File: config.mk
export PLATFORM = sky130hd
export DESIGN_NAME = json_key_value_extractor_flat
export DESIGN_NICKNAME = d
export VERILOG_FILES = /design/src/hdl/kvx_pkg.sv /design/src/hdl/kvx_req_if.sv /design/src/hdl/kvx_rsp_if.sv /design/src/hdl/kvx_csr.sv /design/src/hdl/kvx_in_stage.sv /design/src/hdl/kvx_parser.sv /design/src/hdl/kvx_out_stage.sv /design/src/hdl/json_key_value_extractor.sv /design/src/flat_wrapper.sv
export SDC_FILE = /design/constraint.sdc
export NUM_CORES = 1
export LEC_CHECK = 0
export ABC_CLOCK_PERIOD_IN_PS = 7200
export BUFFER_PORTS_ARGS = -buffer_cell sky130_fd_sc_hd__buf_2
export CAP_MARGIN = 0
export CELL_PAD_IN_SITES_DETAIL_PLACEMENT = 1
export CELL_PAD_IN_SITES_GLOBAL_PLACEMENT = 1
export CORE_MARGIN = 10
export CORE_UTILIZATION = 25
export DETAILED_ROUTE_END_ITERATION = 8
export PLACE_DENSITY_LB_ADDON = 0.1
export SYNTH_ARGS = -nofsm -noshare
export SYNTH_HDL_FRONTEND = slang
export SYNTH_SLANG_ARGS = --single-unit
File: constraint.sdc
create_clock -name clock -period 7.2 [get_ports clock]
set_input_delay 1.44 -clock clock [delete_from_list [all_inputs] [get_ports clock]]
set_output_delay 1.44 -clock clock [all_outputs]
set_load 0.02 [all_outputs]
File: src/hdl/kvx_pkg.sv
// ----------------------------------------------------------------------------
// kvx_pkg
// shared types and constants of the json key value extractor
// ----------------------------------------------------------------------------
package kvx_pkg;

   localparam int MAX_LINE_DEFAULT = 1024;
   localparam int MAX_KEY_DEFAULT  = 8;

   localparam int CHAR_W     = 8;
   localparam int KEY_W      = 64;
   localparam int KEY_LEN_W  = 4;
   localparam int POS_OUT_W  = 11;
   localparam int NUMBER_W   = 32;
   localparam int CSR_DATA_W = 64;
   localparam int CSR_IDX_W  = 1;

   // register indexes
   localparam logic [CSR_IDX_W-1:0] CSR_KEY_CHARS  = 1'b0;
   localparam logic [CSR_IDX_W-1:0] CSR_KEY_LENGTH = 1'b1;

   localparam logic [KEY_LEN_W-1:0] KEY_LENGTH_RESET = 4'd1;

   typedef struct packed {
      logic [KEY_W-1:0]     key_chars;
      logic [KEY_LEN_W-1:0] key_length;
   } cfg_type;

   typedef struct packed {
      logic [CHAR_W-1:0] character;
      logic              last;
   } in_item_type;

   typedef struct packed {
      logic                 found;
      logic [POS_OUT_W-1:0] value_start;
      logic [POS_OUT_W-1:0] value_end;
      logic [NUMBER_W-1:0]  number;
      logic                 quoted;
      logic                 too_long;
   } rsp_item_type;

endpackage

File: src/hdl/kvx_req_if.sv
// ----------------------------------------------------------------------------
// kvx_req_if
// character channel: one byte of the line per item
// ----------------------------------------------------------------------------
interface kvx_req_if;
   logic       valid;
   logic       ready;
   logic [7:0] character;
   logic       last;

   modport source (output valid, output character, output last, input ready);
   modport sink   (input valid, input character, input last, output ready);
endinterface

File: src/hdl/kvx_rsp_if.sv
// ----------------------------------------------------------------------------
// kvx_rsp_if
// result channel: one item per line
// ----------------------------------------------------------------------------
interface kvx_rsp_if;
   logic        valid;
   logic        ready;
   logic        found;
   logic [10:0] value_start;
   logic [10:0] value_end;
   logic [31:0] number;
   logic        quoted;
   logic        too_long;

   modport source (output valid, output found, output value_start, output value_end,
                   output number, output quoted, output too_long, input ready);
   modport sink   (input valid, input found, input value_start, input value_end,
                   input number, input quoted, input too_long, output ready);
endinterface

File: src/hdl/kvx_csr.sv
// ----------------------------------------------------------------------------
// kvx_csr
// key configuration registers, write only
// ----------------------------------------------------------------------------
module kvx_csr
   import kvx_pkg::*;
(
   input  logic                  clock,
   input  logic                  reset,
   input  logic                  csr_write_enable,
   input  logic [CSR_IDX_W-1:0]  csr_index,
   input  logic [CSR_DATA_W-1:0] csr_write_data,
   output cfg_type               cfg
);

   cfg_type cfg_ff, cfg_in;

   always_comb begin
      cfg_in = cfg_ff;
      if (csr_write_enable) begin
         unique case (csr_index)
            CSR_KEY_CHARS:  cfg_in.key_chars  = csr_write_data[KEY_W-1:0];
            CSR_KEY_LENGTH: cfg_in.key_length = csr_write_data[KEY_LEN_W-1:0];
            default:        cfg_in = cfg_ff;
         endcase
      end
   end

   always_ff @(posedge clock) begin
      if (reset) begin
         cfg_ff.key_chars  <= '0;
         cfg_ff.key_length <= KEY_LENGTH_RESET;
      end else begin
         cfg_ff <= cfg_in;
      end
   end

   assign cfg = cfg_ff;

endmodule

File: src/hdl/kvx_in_stage.sv
// ----------------------------------------------------------------------------
// kvx_in_stage
// input register for one character item
// ----------------------------------------------------------------------------
module kvx_in_stage
   import kvx_pkg::*;
(
   input  logic        clock,
   input  logic        reset,
   kvx_req_if.sink     req_ch,
   input  logic        advance,
   output logic        item_valid,
   output in_item_type item
);

   logic        valid_ff, valid_in;
   in_item_type item_ff;
   logic        take;

   assign req_ch.ready = !valid_ff || advance;
   assign take         = req_ch.valid && req_ch.ready;
   assign valid_in     = take || (valid_ff && !advance);

   always_ff @(posedge clock) begin
      if (reset) begin
         valid_ff <= 1'b0;
      end else begin
         valid_ff <= valid_in;
      end
   end

   always_ff @(posedge clock) begin
      if (take) begin
         item_ff.character <= req_ch.character;
         item_ff.last      <= req_ch.last;
      end
   end

   assign item_valid = valid_ff;
   assign item       = item_ff;

endmodule

File: src/hdl/kvx_parser.sv
// ----------------------------------------------------------------------------
// kvx_parser
// per-character line state: key match, skip, value scan and result forming
// ----------------------------------------------------------------------------
module kvx_parser
   import kvx_pkg::*;
#(
   parameter int MAX_LINE = MAX_LINE_DEFAULT,
   parameter int MAX_KEY  = MAX_KEY_DEFAULT
)
(
   input  logic         clock,
   input  logic         reset,
   input  cfg_type      cfg,
   input  logic         step,
   input  in_item_type  item,
   output logic         result_valid,
   output rsp_item_type result
);

   localparam int POS_W = $clog2(MAX_LINE + 1);
   localparam int EXT_W = (POS_W > POS_OUT_W) ? POS_W : POS_OUT_W;
   localparam logic [POS_W-1:0] POS_MAX = POS_W'(MAX_LINE);

   localparam logic [2:0] PH_MATCH    = 3'd0;
   localparam logic [2:0] PH_SKIP_ONE = 3'd1;
   localparam logic [2:0] PH_SKIP_WS  = 3'd2;
   localparam logic [2:0] PH_VALUE    = 3'd3;
   localparam logic [2:0] PH_DONE     = 3'd4;

   localparam logic [CHAR_W-1:0] CH_SPACE     = 8'h20;
   localparam logic [CHAR_W-1:0] CH_TAB       = 8'h09;
   localparam logic [CHAR_W-1:0] CH_COLON     = 8'h3a;
   localparam logic [CHAR_W-1:0] CH_QUOTE     = 8'h22;
   localparam logic [CHAR_W-1:0] CH_COMMA     = 8'h2c;
   localparam logic [CHAR_W-1:0] CH_BRACE     = 8'h7d;
   localparam logic [CHAR_W-1:0] CH_BACKSLASH = 8'h5c;
   localparam logic [NUMBER_W-1:0] DIGIT_ZERO = 32'd48;

   logic [2:0]            phase_ff, phase_in;
   logic [KEY_LEN_W-1:0]  mc_ff, mc_in;
   logic [POS_W-1:0]      pos_ff, pos_in;
   logic [POS_W-1:0]      start_ff, start_in;
   logic [NUMBER_W-1:0]   acc_ff, acc_in;
   logic [CHAR_W-1:0]     prev_ff, prev_in;
   logic                  quote_ff, quote_in;
   logic                  ovf_ff, ovf_in;

   logic [CHAR_W-1:0]     c;
   logic                  sat;
   logic [KEY_LEN_W-1:0]  klen;
   logic [CHAR_W-1:0]     key_cur;
   logic [KEY_LEN_W-1:0]  mc_next;
   logic [NUMBER_W-1:0]   digit;
   logic                  term;
   logic                  term_hit;
   logic [EXT_W-1:0]      start_ext;
   logic [EXT_W-1:0]      end_ext;

   assign c     = item.character;
   assign sat   = (pos_ff >= POS_MAX);
   assign digit = {{(NUMBER_W-CHAR_W){1'b0}}, c} - DIGIT_ZERO;

   // zero acts as one, above the limit acts as the limit
   always_comb begin
      if (cfg.key_length == '0)
         klen = KEY_LEN_W'(1);
      else if (cfg.key_length > KEY_LEN_W'(MAX_KEY))
         klen = KEY_LEN_W'(MAX_KEY);
      else
         klen = cfg.key_length;
   end

   assign key_cur = cfg.key_chars[{mc_ff[2:0], 3'b000} +: CHAR_W];
   assign mc_next = (c == key_cur) ? mc_ff + KEY_LEN_W'(1) :
                    ((c == cfg.key_chars[CHAR_W-1:0]) ? KEY_LEN_W'(1) : '0);

   assign term = quote_ff ? ((c == CH_QUOTE) && (prev_ff != CH_BACKSLASH))
                          : ((c == CH_COMMA) || (c == CH_BRACE));
   assign term_hit = (phase_ff == PH_VALUE) && term;

   always_comb begin
      phase_in = phase_ff;
      mc_in    = mc_ff;
      start_in = start_ff;
      acc_in   = acc_ff;
      quote_in = quote_ff;
      pos_in   = sat ? POS_MAX : pos_ff + POS_W'(1);
      ovf_in   = ovf_ff || sat;
      prev_in  = c;

      unique case (phase_ff)
         PH_MATCH: begin
            mc_in = mc_next;
            if (mc_next >= klen) begin
               mc_in    = '0;
               phase_in = PH_SKIP_ONE;
            end
         end
         PH_SKIP_ONE: phase_in = PH_SKIP_WS;
         PH_SKIP_WS: begin
            if (!((c == CH_SPACE) || (c == CH_TAB) || (c == CH_COLON))) begin
               quote_in = (c == CH_QUOTE);
               if (c == CH_QUOTE) begin
                  start_in = sat ? POS_MAX : pos_ff + POS_W'(1);
                  acc_in   = '0;
               end else begin
                  start_in = pos_ff;
                  acc_in   = digit;
               end
               phase_in = PH_VALUE;
            end
         end
         PH_VALUE: begin
            if (term)
               phase_in = PH_DONE;
            else
               acc_in = (acc_ff << 3) + (acc_ff << 1) + digit;
         end
         default: phase_in = phase_ff;
      endcase

      // line end: back to the start of a fresh line
      if (item.last) begin
         phase_in = PH_MATCH;
         mc_in    = '0;
         pos_in   = '0;
         start_in = '0;
         acc_in   = '0;
         prev_in  = '0;
         quote_in = 1'b0;
         ovf_in   = 1'b0;
      end
   end

   assign start_ext = EXT_W'(start_ff);
   assign end_ext   = EXT_W'(pos_ff - POS_W'(1));

   always_comb begin
      result_valid = term_hit || (item.last && (phase_ff != PH_DONE));
      result.too_long = ovf_ff || sat;
      if (term_hit) begin
         result.found       = 1'b1;
         result.value_start = start_ext[POS_OUT_W-1:0];
         result.value_end   = end_ext[POS_OUT_W-1:0];
         result.number      = acc_ff;
         result.quoted      = quote_ff;
      end else begin
         result.found       = 1'b0;
         result.value_start = '0;
         result.value_end   = '0;
         result.number      = '0;
         result.quoted      = 1'b0;
      end
   end

   always_ff @(posedge clock) begin
      if (reset) begin
         phase_ff <= PH_MATCH;
         mc_ff    <= '0;
         pos_ff   <= '0;
         start_ff <= '0;
         acc_ff   <= '0;
         prev_ff  <= '0;
         quote_ff <= 1'b0;
         ovf_ff   <= 1'b0;
      end else if (step) begin
         phase_ff <= phase_in;
         mc_ff    <= mc_in;
         pos_ff   <= pos_in;
         start_ff <= start_in;
         acc_ff   <= acc_in;
         prev_ff  <= prev_in;
         quote_ff <= quote_in;
         ovf_ff   <= ovf_in;
      end
   end

   // a found result only comes out of the value scan
   a_found_from_value: assert property (@(posedge clock) disable iff (reset)
      step && result_valid && result.found |-> phase_ff == PH_VALUE)
      else $error("found result outside value scan");

   // a line end always leaves a clean line state
   a_line_clear: assert property (@(posedge clock) disable iff (reset)
      step && item.last |=> pos_ff == '0 && phase_ff == PH_MATCH && !ovf_ff)
      else $error("line state not cleared after last item");

   // partial key match only lives in the match phase
   a_mc_phase: assert property (@(posedge clock) disable iff (reset)
      phase_ff != PH_MATCH |-> mc_ff == '0)
      else $error("match count set outside match phase");

   // position saturates, overflow flag follows
   a_pos_sat: assert property (@(posedge clock) disable iff (reset)
      step && sat && !item.last |=> pos_ff == POS_MAX && ovf_ff)
      else $error("position saturation broken");

endmodule

File: src/hdl/kvx_out_stage.sv
// ----------------------------------------------------------------------------
// kvx_out_stage
// result register in front of the result channel
// ----------------------------------------------------------------------------
module kvx_out_stage
   import kvx_pkg::*;
(
   input  logic         clock,
   input  logic         reset,
   input  logic         load,
   input  rsp_item_type result,
   output logic         space,
   kvx_rsp_if.source    rsp_ch
);

   logic         valid_ff, valid_in;
   rsp_item_type item_ff;

   assign space    = !valid_ff || rsp_ch.ready;
   assign valid_in = load || (valid_ff && !rsp_ch.ready);

   always_ff @(posedge clock) begin
      if (reset) begin
         valid_ff <= 1'b0;
      end else begin
         valid_ff <= valid_in;
      end
   end

   always_ff @(posedge clock) begin
      if (load) begin
         item_ff <= result;
      end
   end

   assign rsp_ch.valid       = valid_ff;
   assign rsp_ch.found       = item_ff.found;
   assign rsp_ch.value_start = item_ff.value_start;
   assign rsp_ch.value_end   = item_ff.value_end;
   assign rsp_ch.number      = item_ff.number;
   assign rsp_ch.quoted      = item_ff.quoted;
   assign rsp_ch.too_long    = item_ff.too_long;

endmodule

File: src/hdl/json_key_value_extractor.sv
// ----------------------------------------------------------------------------
// json_key_value_extractor
// finds a configured quoted key in a character stream and reports its value
// ----------------------------------------------------------------------------
// A line enters one character per item on req_ch, with last set on its final
// character. The block searches for the key text held in key_chars (quotes
// included, key_length characters), skips one character and then any spaces,
// tabs and colons, and scans the value: a quoted value ends at the next quote
// not preceded by a backslash, any other value at a comma or closing brace.
// Each line gives at most one item on rsp_ch: a found item when the value ends,
// or a not-found item at line end if no value was closed; characters after a
// found value are ignored. Rate is one character per clock cycle while req_ch
// does not stall: each item passes an input register, a state update (key
// compare, phase update, times-ten fold) and the result register. req_ch
// stalls only while the result register holds an untaken item and the
// waiting character would make another. Positions saturate at MAX_LINE and
// then set too_long. Write the key registers only while no line is in flight.
// ----------------------------------------------------------------------------
module json_key_value_extractor
   import kvx_pkg::*;
#(
   parameter int MAX_LINE = MAX_LINE_DEFAULT,
   parameter int MAX_KEY  = MAX_KEY_DEFAULT
)
(
   input  logic                  clock,
   input  logic                  reset,
   kvx_req_if.sink               req_ch,
   kvx_rsp_if.source             rsp_ch,
   input  logic                  csr_write_enable,
   input  logic [CSR_IDX_W-1:0]  csr_index,
   input  logic [CSR_DATA_W-1:0] csr_write_data
);

   cfg_type      cfg;
   logic         item_valid;
   in_item_type  item;
   logic         result_valid;
   rsp_item_type result;
   logic         space;
   logic         advance;

   // key registers
   kvx_csr u_csr (
      .clock            (clock),
      .reset            (reset),
      .csr_write_enable (csr_write_enable),
      .csr_index        (csr_index),
      .csr_write_data   (csr_write_data),
      .cfg              (cfg)
   );

   // character register
   kvx_in_stage u_in_stage (
      .clock      (clock),
      .reset      (reset),
      .req_ch     (req_ch),
      .advance    (advance),
      .item_valid (item_valid),
      .item       (item)
   );

   // the held character moves on unless it makes a result with nowhere to go
   assign advance = item_valid && (!result_valid || space);

   // line state and result forming
   kvx_parser #(
      .MAX_LINE (MAX_LINE),
      .MAX_KEY  (MAX_KEY)
   ) u_parser (
      .clock        (clock),
      .reset        (reset),
      .cfg          (cfg),
      .step         (advance),
      .item         (item),
      .result_valid (result_valid),
      .result       (result)
   );

   // result register
   kvx_out_stage u_out_stage (
      .clock  (clock),
      .reset  (reset),
      .load   (advance && result_valid),
      .result (result),
      .space  (space),
      .rsp_ch (rsp_ch)
   );

endmodule

File: src/flat_wrapper.sv
// flat-port wrapper written by rule: the top's interface ports become plain ports
module json_key_value_extractor_flat import kvx_pkg::*;
#(
   parameter int MAX_LINE = MAX_LINE_DEFAULT,
   parameter int MAX_KEY  = MAX_KEY_DEFAULT
)
  (clock, reset, csr_write_enable, csr_index, csr_write_data, req_ch_valid, req_ch_character, req_ch_last, req_ch_ready, rsp_ch_valid, rsp_ch_found, rsp_ch_value_start, rsp_ch_value_end, rsp_ch_number, rsp_ch_quoted, rsp_ch_too_long, rsp_ch_ready);
  kvx_req_if req_ch_i ();
  kvx_rsp_if rsp_ch_i ();
  input  logic clock;
  input  logic reset;
  input  logic csr_write_enable;
  input  logic [CSR_IDX_W-1:0] csr_index;
  input  logic [CSR_DATA_W-1:0] csr_write_data;
  input wire logic [$bits(req_ch_i.valid)-1:0] req_ch_valid;
  input wire logic [$bits(req_ch_i.character)-1:0] req_ch_character;
  input wire logic [$bits(req_ch_i.last)-1:0] req_ch_last;
  output wire logic [$bits(req_ch_i.ready)-1:0] req_ch_ready;
  output wire logic [$bits(rsp_ch_i.valid)-1:0] rsp_ch_valid;
  output wire logic [$bits(rsp_ch_i.found)-1:0] rsp_ch_found;
  output wire logic [$bits(rsp_ch_i.value_start)-1:0] rsp_ch_value_start;
  output wire logic [$bits(rsp_ch_i.value_end)-1:0] rsp_ch_value_end;
  output wire logic [$bits(rsp_ch_i.number)-1:0] rsp_ch_number;
  output wire logic [$bits(rsp_ch_i.quoted)-1:0] rsp_ch_quoted;
  output wire logic [$bits(rsp_ch_i.too_long)-1:0] rsp_ch_too_long;
  input wire logic [$bits(rsp_ch_i.ready)-1:0] rsp_ch_ready;
  assign req_ch_i.valid = req_ch_valid;
  assign req_ch_i.character = req_ch_character;
  assign req_ch_i.last = req_ch_last;
  assign req_ch_ready = req_ch_i.ready;
  assign rsp_ch_valid = rsp_ch_i.valid;
  assign rsp_ch_found = rsp_ch_i.found;
  assign rsp_ch_value_start = rsp_ch_i.value_start;
  assign rsp_ch_value_end = rsp_ch_i.value_end;
  assign rsp_ch_number = rsp_ch_i.number;
  assign rsp_ch_quoted = rsp_ch_i.quoted;
  assign rsp_ch_too_long = rsp_ch_i.too_long;
  assign rsp_ch_i.ready = rsp_ch_ready;
  json_key_value_extractor #(.MAX_LINE(MAX_LINE), .MAX_KEY(MAX_KEY)) u_core (.clock(clock), .reset(reset), .req_ch(req_ch_i), .rsp_ch(rsp_ch_i), .csr_write_enable(csr_write_enable), .csr_index(csr_index), .csr_write_data(csr_write_data));
endmodule
==> reports/qor.yml <==
end_kind: "register"
ios: 138
yosysTopAreaCellShare: 0.2530
ys.warnings.count: 0
power_frac_comb: 0.080
synth_area_leaders: "dfxtp_1 (25%), edfxtp_1 (18%), nand2_1 (7.3%), a21oi_1 (6.8%), fa_1 (5.2%)"
post_cts_buffers: 0
critPathArrivalTime_ps: 5430
netlist_area_um2: 11160
p_seq_frac: 0.429
p_switching_w: 0.0007047
p_clk_frac: 0.491
vdd_drop_max_mv: 0.1446
antenna_found_initial: 0
critical_path_class: "reg -> reg"
clkSinkCount: 207
wl_met2_um: 16330
intPower_w: 0.002249
fin_crit_ps: 4969
rsz0062_at_grt: "false"
areaGrowthSynthToFinish_pct: 19.06
async_flop_share: 0
reg2reg_slack_ps: 2230
grt_pass1_wl_um: 56640
crit_path_top_delay_cell: "dfxtp_1"
switching_share: 0.2386
core_region_area_um2: 44120
ys_seq_elements: 207
ys_seq_area_frac: 0.4306
met3WireLength_um: 1434
h-tree-depth: 1
yosysTopAreaCell: "dfxtp_1"
cts_root_buf: "clkbuf_16"
p_per_area_nw_per_um2: 222.3
cts_made_buffers: 27
layout-drive-gt1-share: 0.1715
port_buffers: 137
ant_nets: 0
crit_path_cell_trace: "mux4_2 > mux2i_1 > xnor2_1 > nor4_1 > nand2_1 > nor2_1 > a31oi_1 > ha_1 > nand2b_1 > a21o_1 > a21o_1 > a2111oi_0 > o2111ai_1 > or2_1 > nor2_1 > o21ai_0 > o21ai_0"
setup_viol: 0
cts_tree: "yes"
drtIter0Drc: 448
clockBufferDepth: 3
post_cts_resized: 0
n_antenna_cell: 0
top_layer: "met4"
yosysUniqueCellTypes: 68
critPathMaxFanout: 20
fp.dieArea_um2: 53480
num_rows: 77
cp.required_ps: 7660
wl_met1_um: 16970
grt_usage: 0.1317
wl_per_cell_um: 18.42
synth_area_per_cell_um2: 9.198
grt_max_degree: 84
max_stage_delay_ps: 1020
wl_um: 35300
vias: 8813
overflow: 0
finalMaxSlewViolations: 0
initial_core_util: 0.2528
grt_pass1_vias: 9474
place_ws_ps: 2186
ys.flop_type: "dfxtp_1"
dp_hpwl_um: 25810
syn-num-nets: 1363
dr.pass1.iters: 4
leakagePower_nw: 5.275
fin_setup_tns_ps: 0
setup_ws_ps: 2231
max_slew_margin: 0.2873
die_w_um: 231.3
vias_per_cell: 4.600
drv_cap: 0
postCtsHoldBufs: 0
synth_cells: 1213
fmax_ghz: 0.2012
fill_cells: 5223
hold_violations: 0
hp-class: "reg -> reg"
status: "complete, no violations"
period_share: 0.6902
nNetsFinal: 1454
die_h_um: 231.3
clk_pin_slew_ps: 60
gp_congestion: 0.7723
insertion_delay_ps: 540
critPathLaunchType: "register"
synth_edf_count: 66
drc: 0
worst_pin_slew_ps: 1068
finClkSkew_ps: 15.18
-- critical path, delay by kind of cell, from the launching register on --
family,cells,cell delay (ps)
AOI/OAI and AO/OA,7,1430
xor gates and xnor gates,1,90
muxes,2,780
adders and majority gates,1,320
DFF,1,1020
and+or+nand+nor,6,1210
-- final timing paths --
| kind | start | endpoint | depth (start not counted) |
|---|---|---|---|
| worst max-delay path | u_core.u_parser.mc_ff[0] | u_core.u_parser.mc_ff[2] | 17 |
| worst min-delay path | u_core.u_csr.cfg[21] | u_core.u_csr.cfg[21] | 2 |
| worst max register to register | u_core.u_parser.mc_ff[0] | u_core.u_parser.mc_ff[2] | 17 |
| worst min register to register | u_core.u_csr.cfg[21] | u_core.u_csr.cfg[21] | 2 |
-- final cells by class --
cell class              instances  area, µm²  share of cell area
clock inverters                14      231.5             0.01742
well taps                     592      740.7             0.05576
multi-input cells             905       5949              0.4479
repair buffers                149      778.2             0.05859
inverters                      14      52.55            0.003956
flip-flops and latches        207       4805              0.3617
clock buffers                  35      726.9             0.05472
-- through the flow --
step	hold WS (ps)	std cells	power, W	area [µm²]	util
final	455.8	1916	0.002954	13280	0.3011
after global routing	478.5	1916	0.003088	13280	0.3011
after detailed placement	448.3	1867	0.001534	12330	0.2793
after global placement	442.7	1867	0.001532	12330	0.2793
after CTS	459.5	1916	0.003015	13280	0.3011
after floorplan	429.3	1213	0.001440	11160	-
-- flip-flops by register name, indices dropped and copies added, names as in the netlist --
register,cells
u_core.u_in_stage.item_valid,1
u_core.u_out_stage.rsp_ch.value_start,11
u_core.u_out_stage.rsp_ch.quoted,1
u_core.u_parser.phase_ff,3
u_core.u_out_stage.rsp_ch.number,32
u_core.u_parser.prev_ff,8
u_core.u_parser.quote_ff,1
u_core.u_parser.acc_ff,32
u_core.u_out_stage.rsp_ch.found,1
u_core.u_csr.cfg,68
u_core.u_out_stage.rsp_ch.too_long,1
u_core.u_out_stage.rsp_ch.valid,1
u_core.u_parser.mc_ff,4
u_core.u_in_stage.item,9
u_core.u_parser.start_ext,11
u_core.u_parser.ovf_ff,1
u_core.u_out_stage.rsp_ch.value_end,11
u_core.u_parser.pos_ff,11
-- routing by layer --
layer / up-vias / GRT usage
met4: 0 / 0.02446
li1: 4428 / -
met2: 125 / 0.2167
met3: 30 / 0.02712
met1: 4230 / 0.1760
met5: - / 0
-- power by group through the flow --
stage / combinational (W) / sequential [W] / clock [W]
after detailed placement: 0.000240 / 0.00129 / 0
after floorplan: 0.000161 / 0.00128 / 0
final: 0.000236 / 0.00127 / 0.00145
after global routing: 0.000268 / 0.00127 / 0.00155
after CTS: 0.000241 / 0.00127 / 0.00151
after global placement: 0.000238 / 0.00129 / 0
-- cell usage in the layout (no fill, tap or decap), types with 3 or more instances in the layout --
cell type   instances
a2111oi_0           3
a211oi_1           17
a21o_1             20
a21oi_1           151
a22oi_1             5
a31oi_1            18
and2_1             44
and3_1              6
buf_2             136
buf_4              13
bufinv_16           6
clkbuf_1            7
clkbuf_16          28
clkinv_2            4
clkinvlp_4          3
dfxtp_1           141
edfxtp_1           66
fa_1               29
ha_1               42
inv_1              13
mux2i_1            14
mux4_2             16
nand2_1           217
nand2b_1            8
nand3_1            16
nand3b_1            7
nand4_1             8
nor2_1             94
nor2b_1             9
nor3_1             25
nor3b_1             4
nor4_1              8
o21a_1              3
o21ai_0            36
o21bai_1            3
o31ai_1             7
or2_2               3
xnor2_1            24
xor2_1             29
-- kinds of logic (layout without fill, tap and decap cells) --
family	count (synthesis)	count (layout)	synth area share
multiplexers	31	31	0.04587
XOR/XNOR	53	53	0.04161
buffers and inverters	101	212	0.03813
AND/OR/NAND/NOR	466	466	0.1906
AO/OA/AOI/OAI	284	284	0.1540
adder cells (fa/ha/maj)	71	71	0.09914
flip-flops	207	207	0.4306
-- cell usage after synthesis, drive strengths merged (25+ instances only) --
master	count
nor2	96
and2	44
edfxtp	66
dfxtp	141
buf	25
a21oi	152
o21ai	38
ha	42
nand2	218
fa	29
clkbuf	62
nor3	27
xor2	29
No activity file was read; power rests on OpenSTA's default activity.
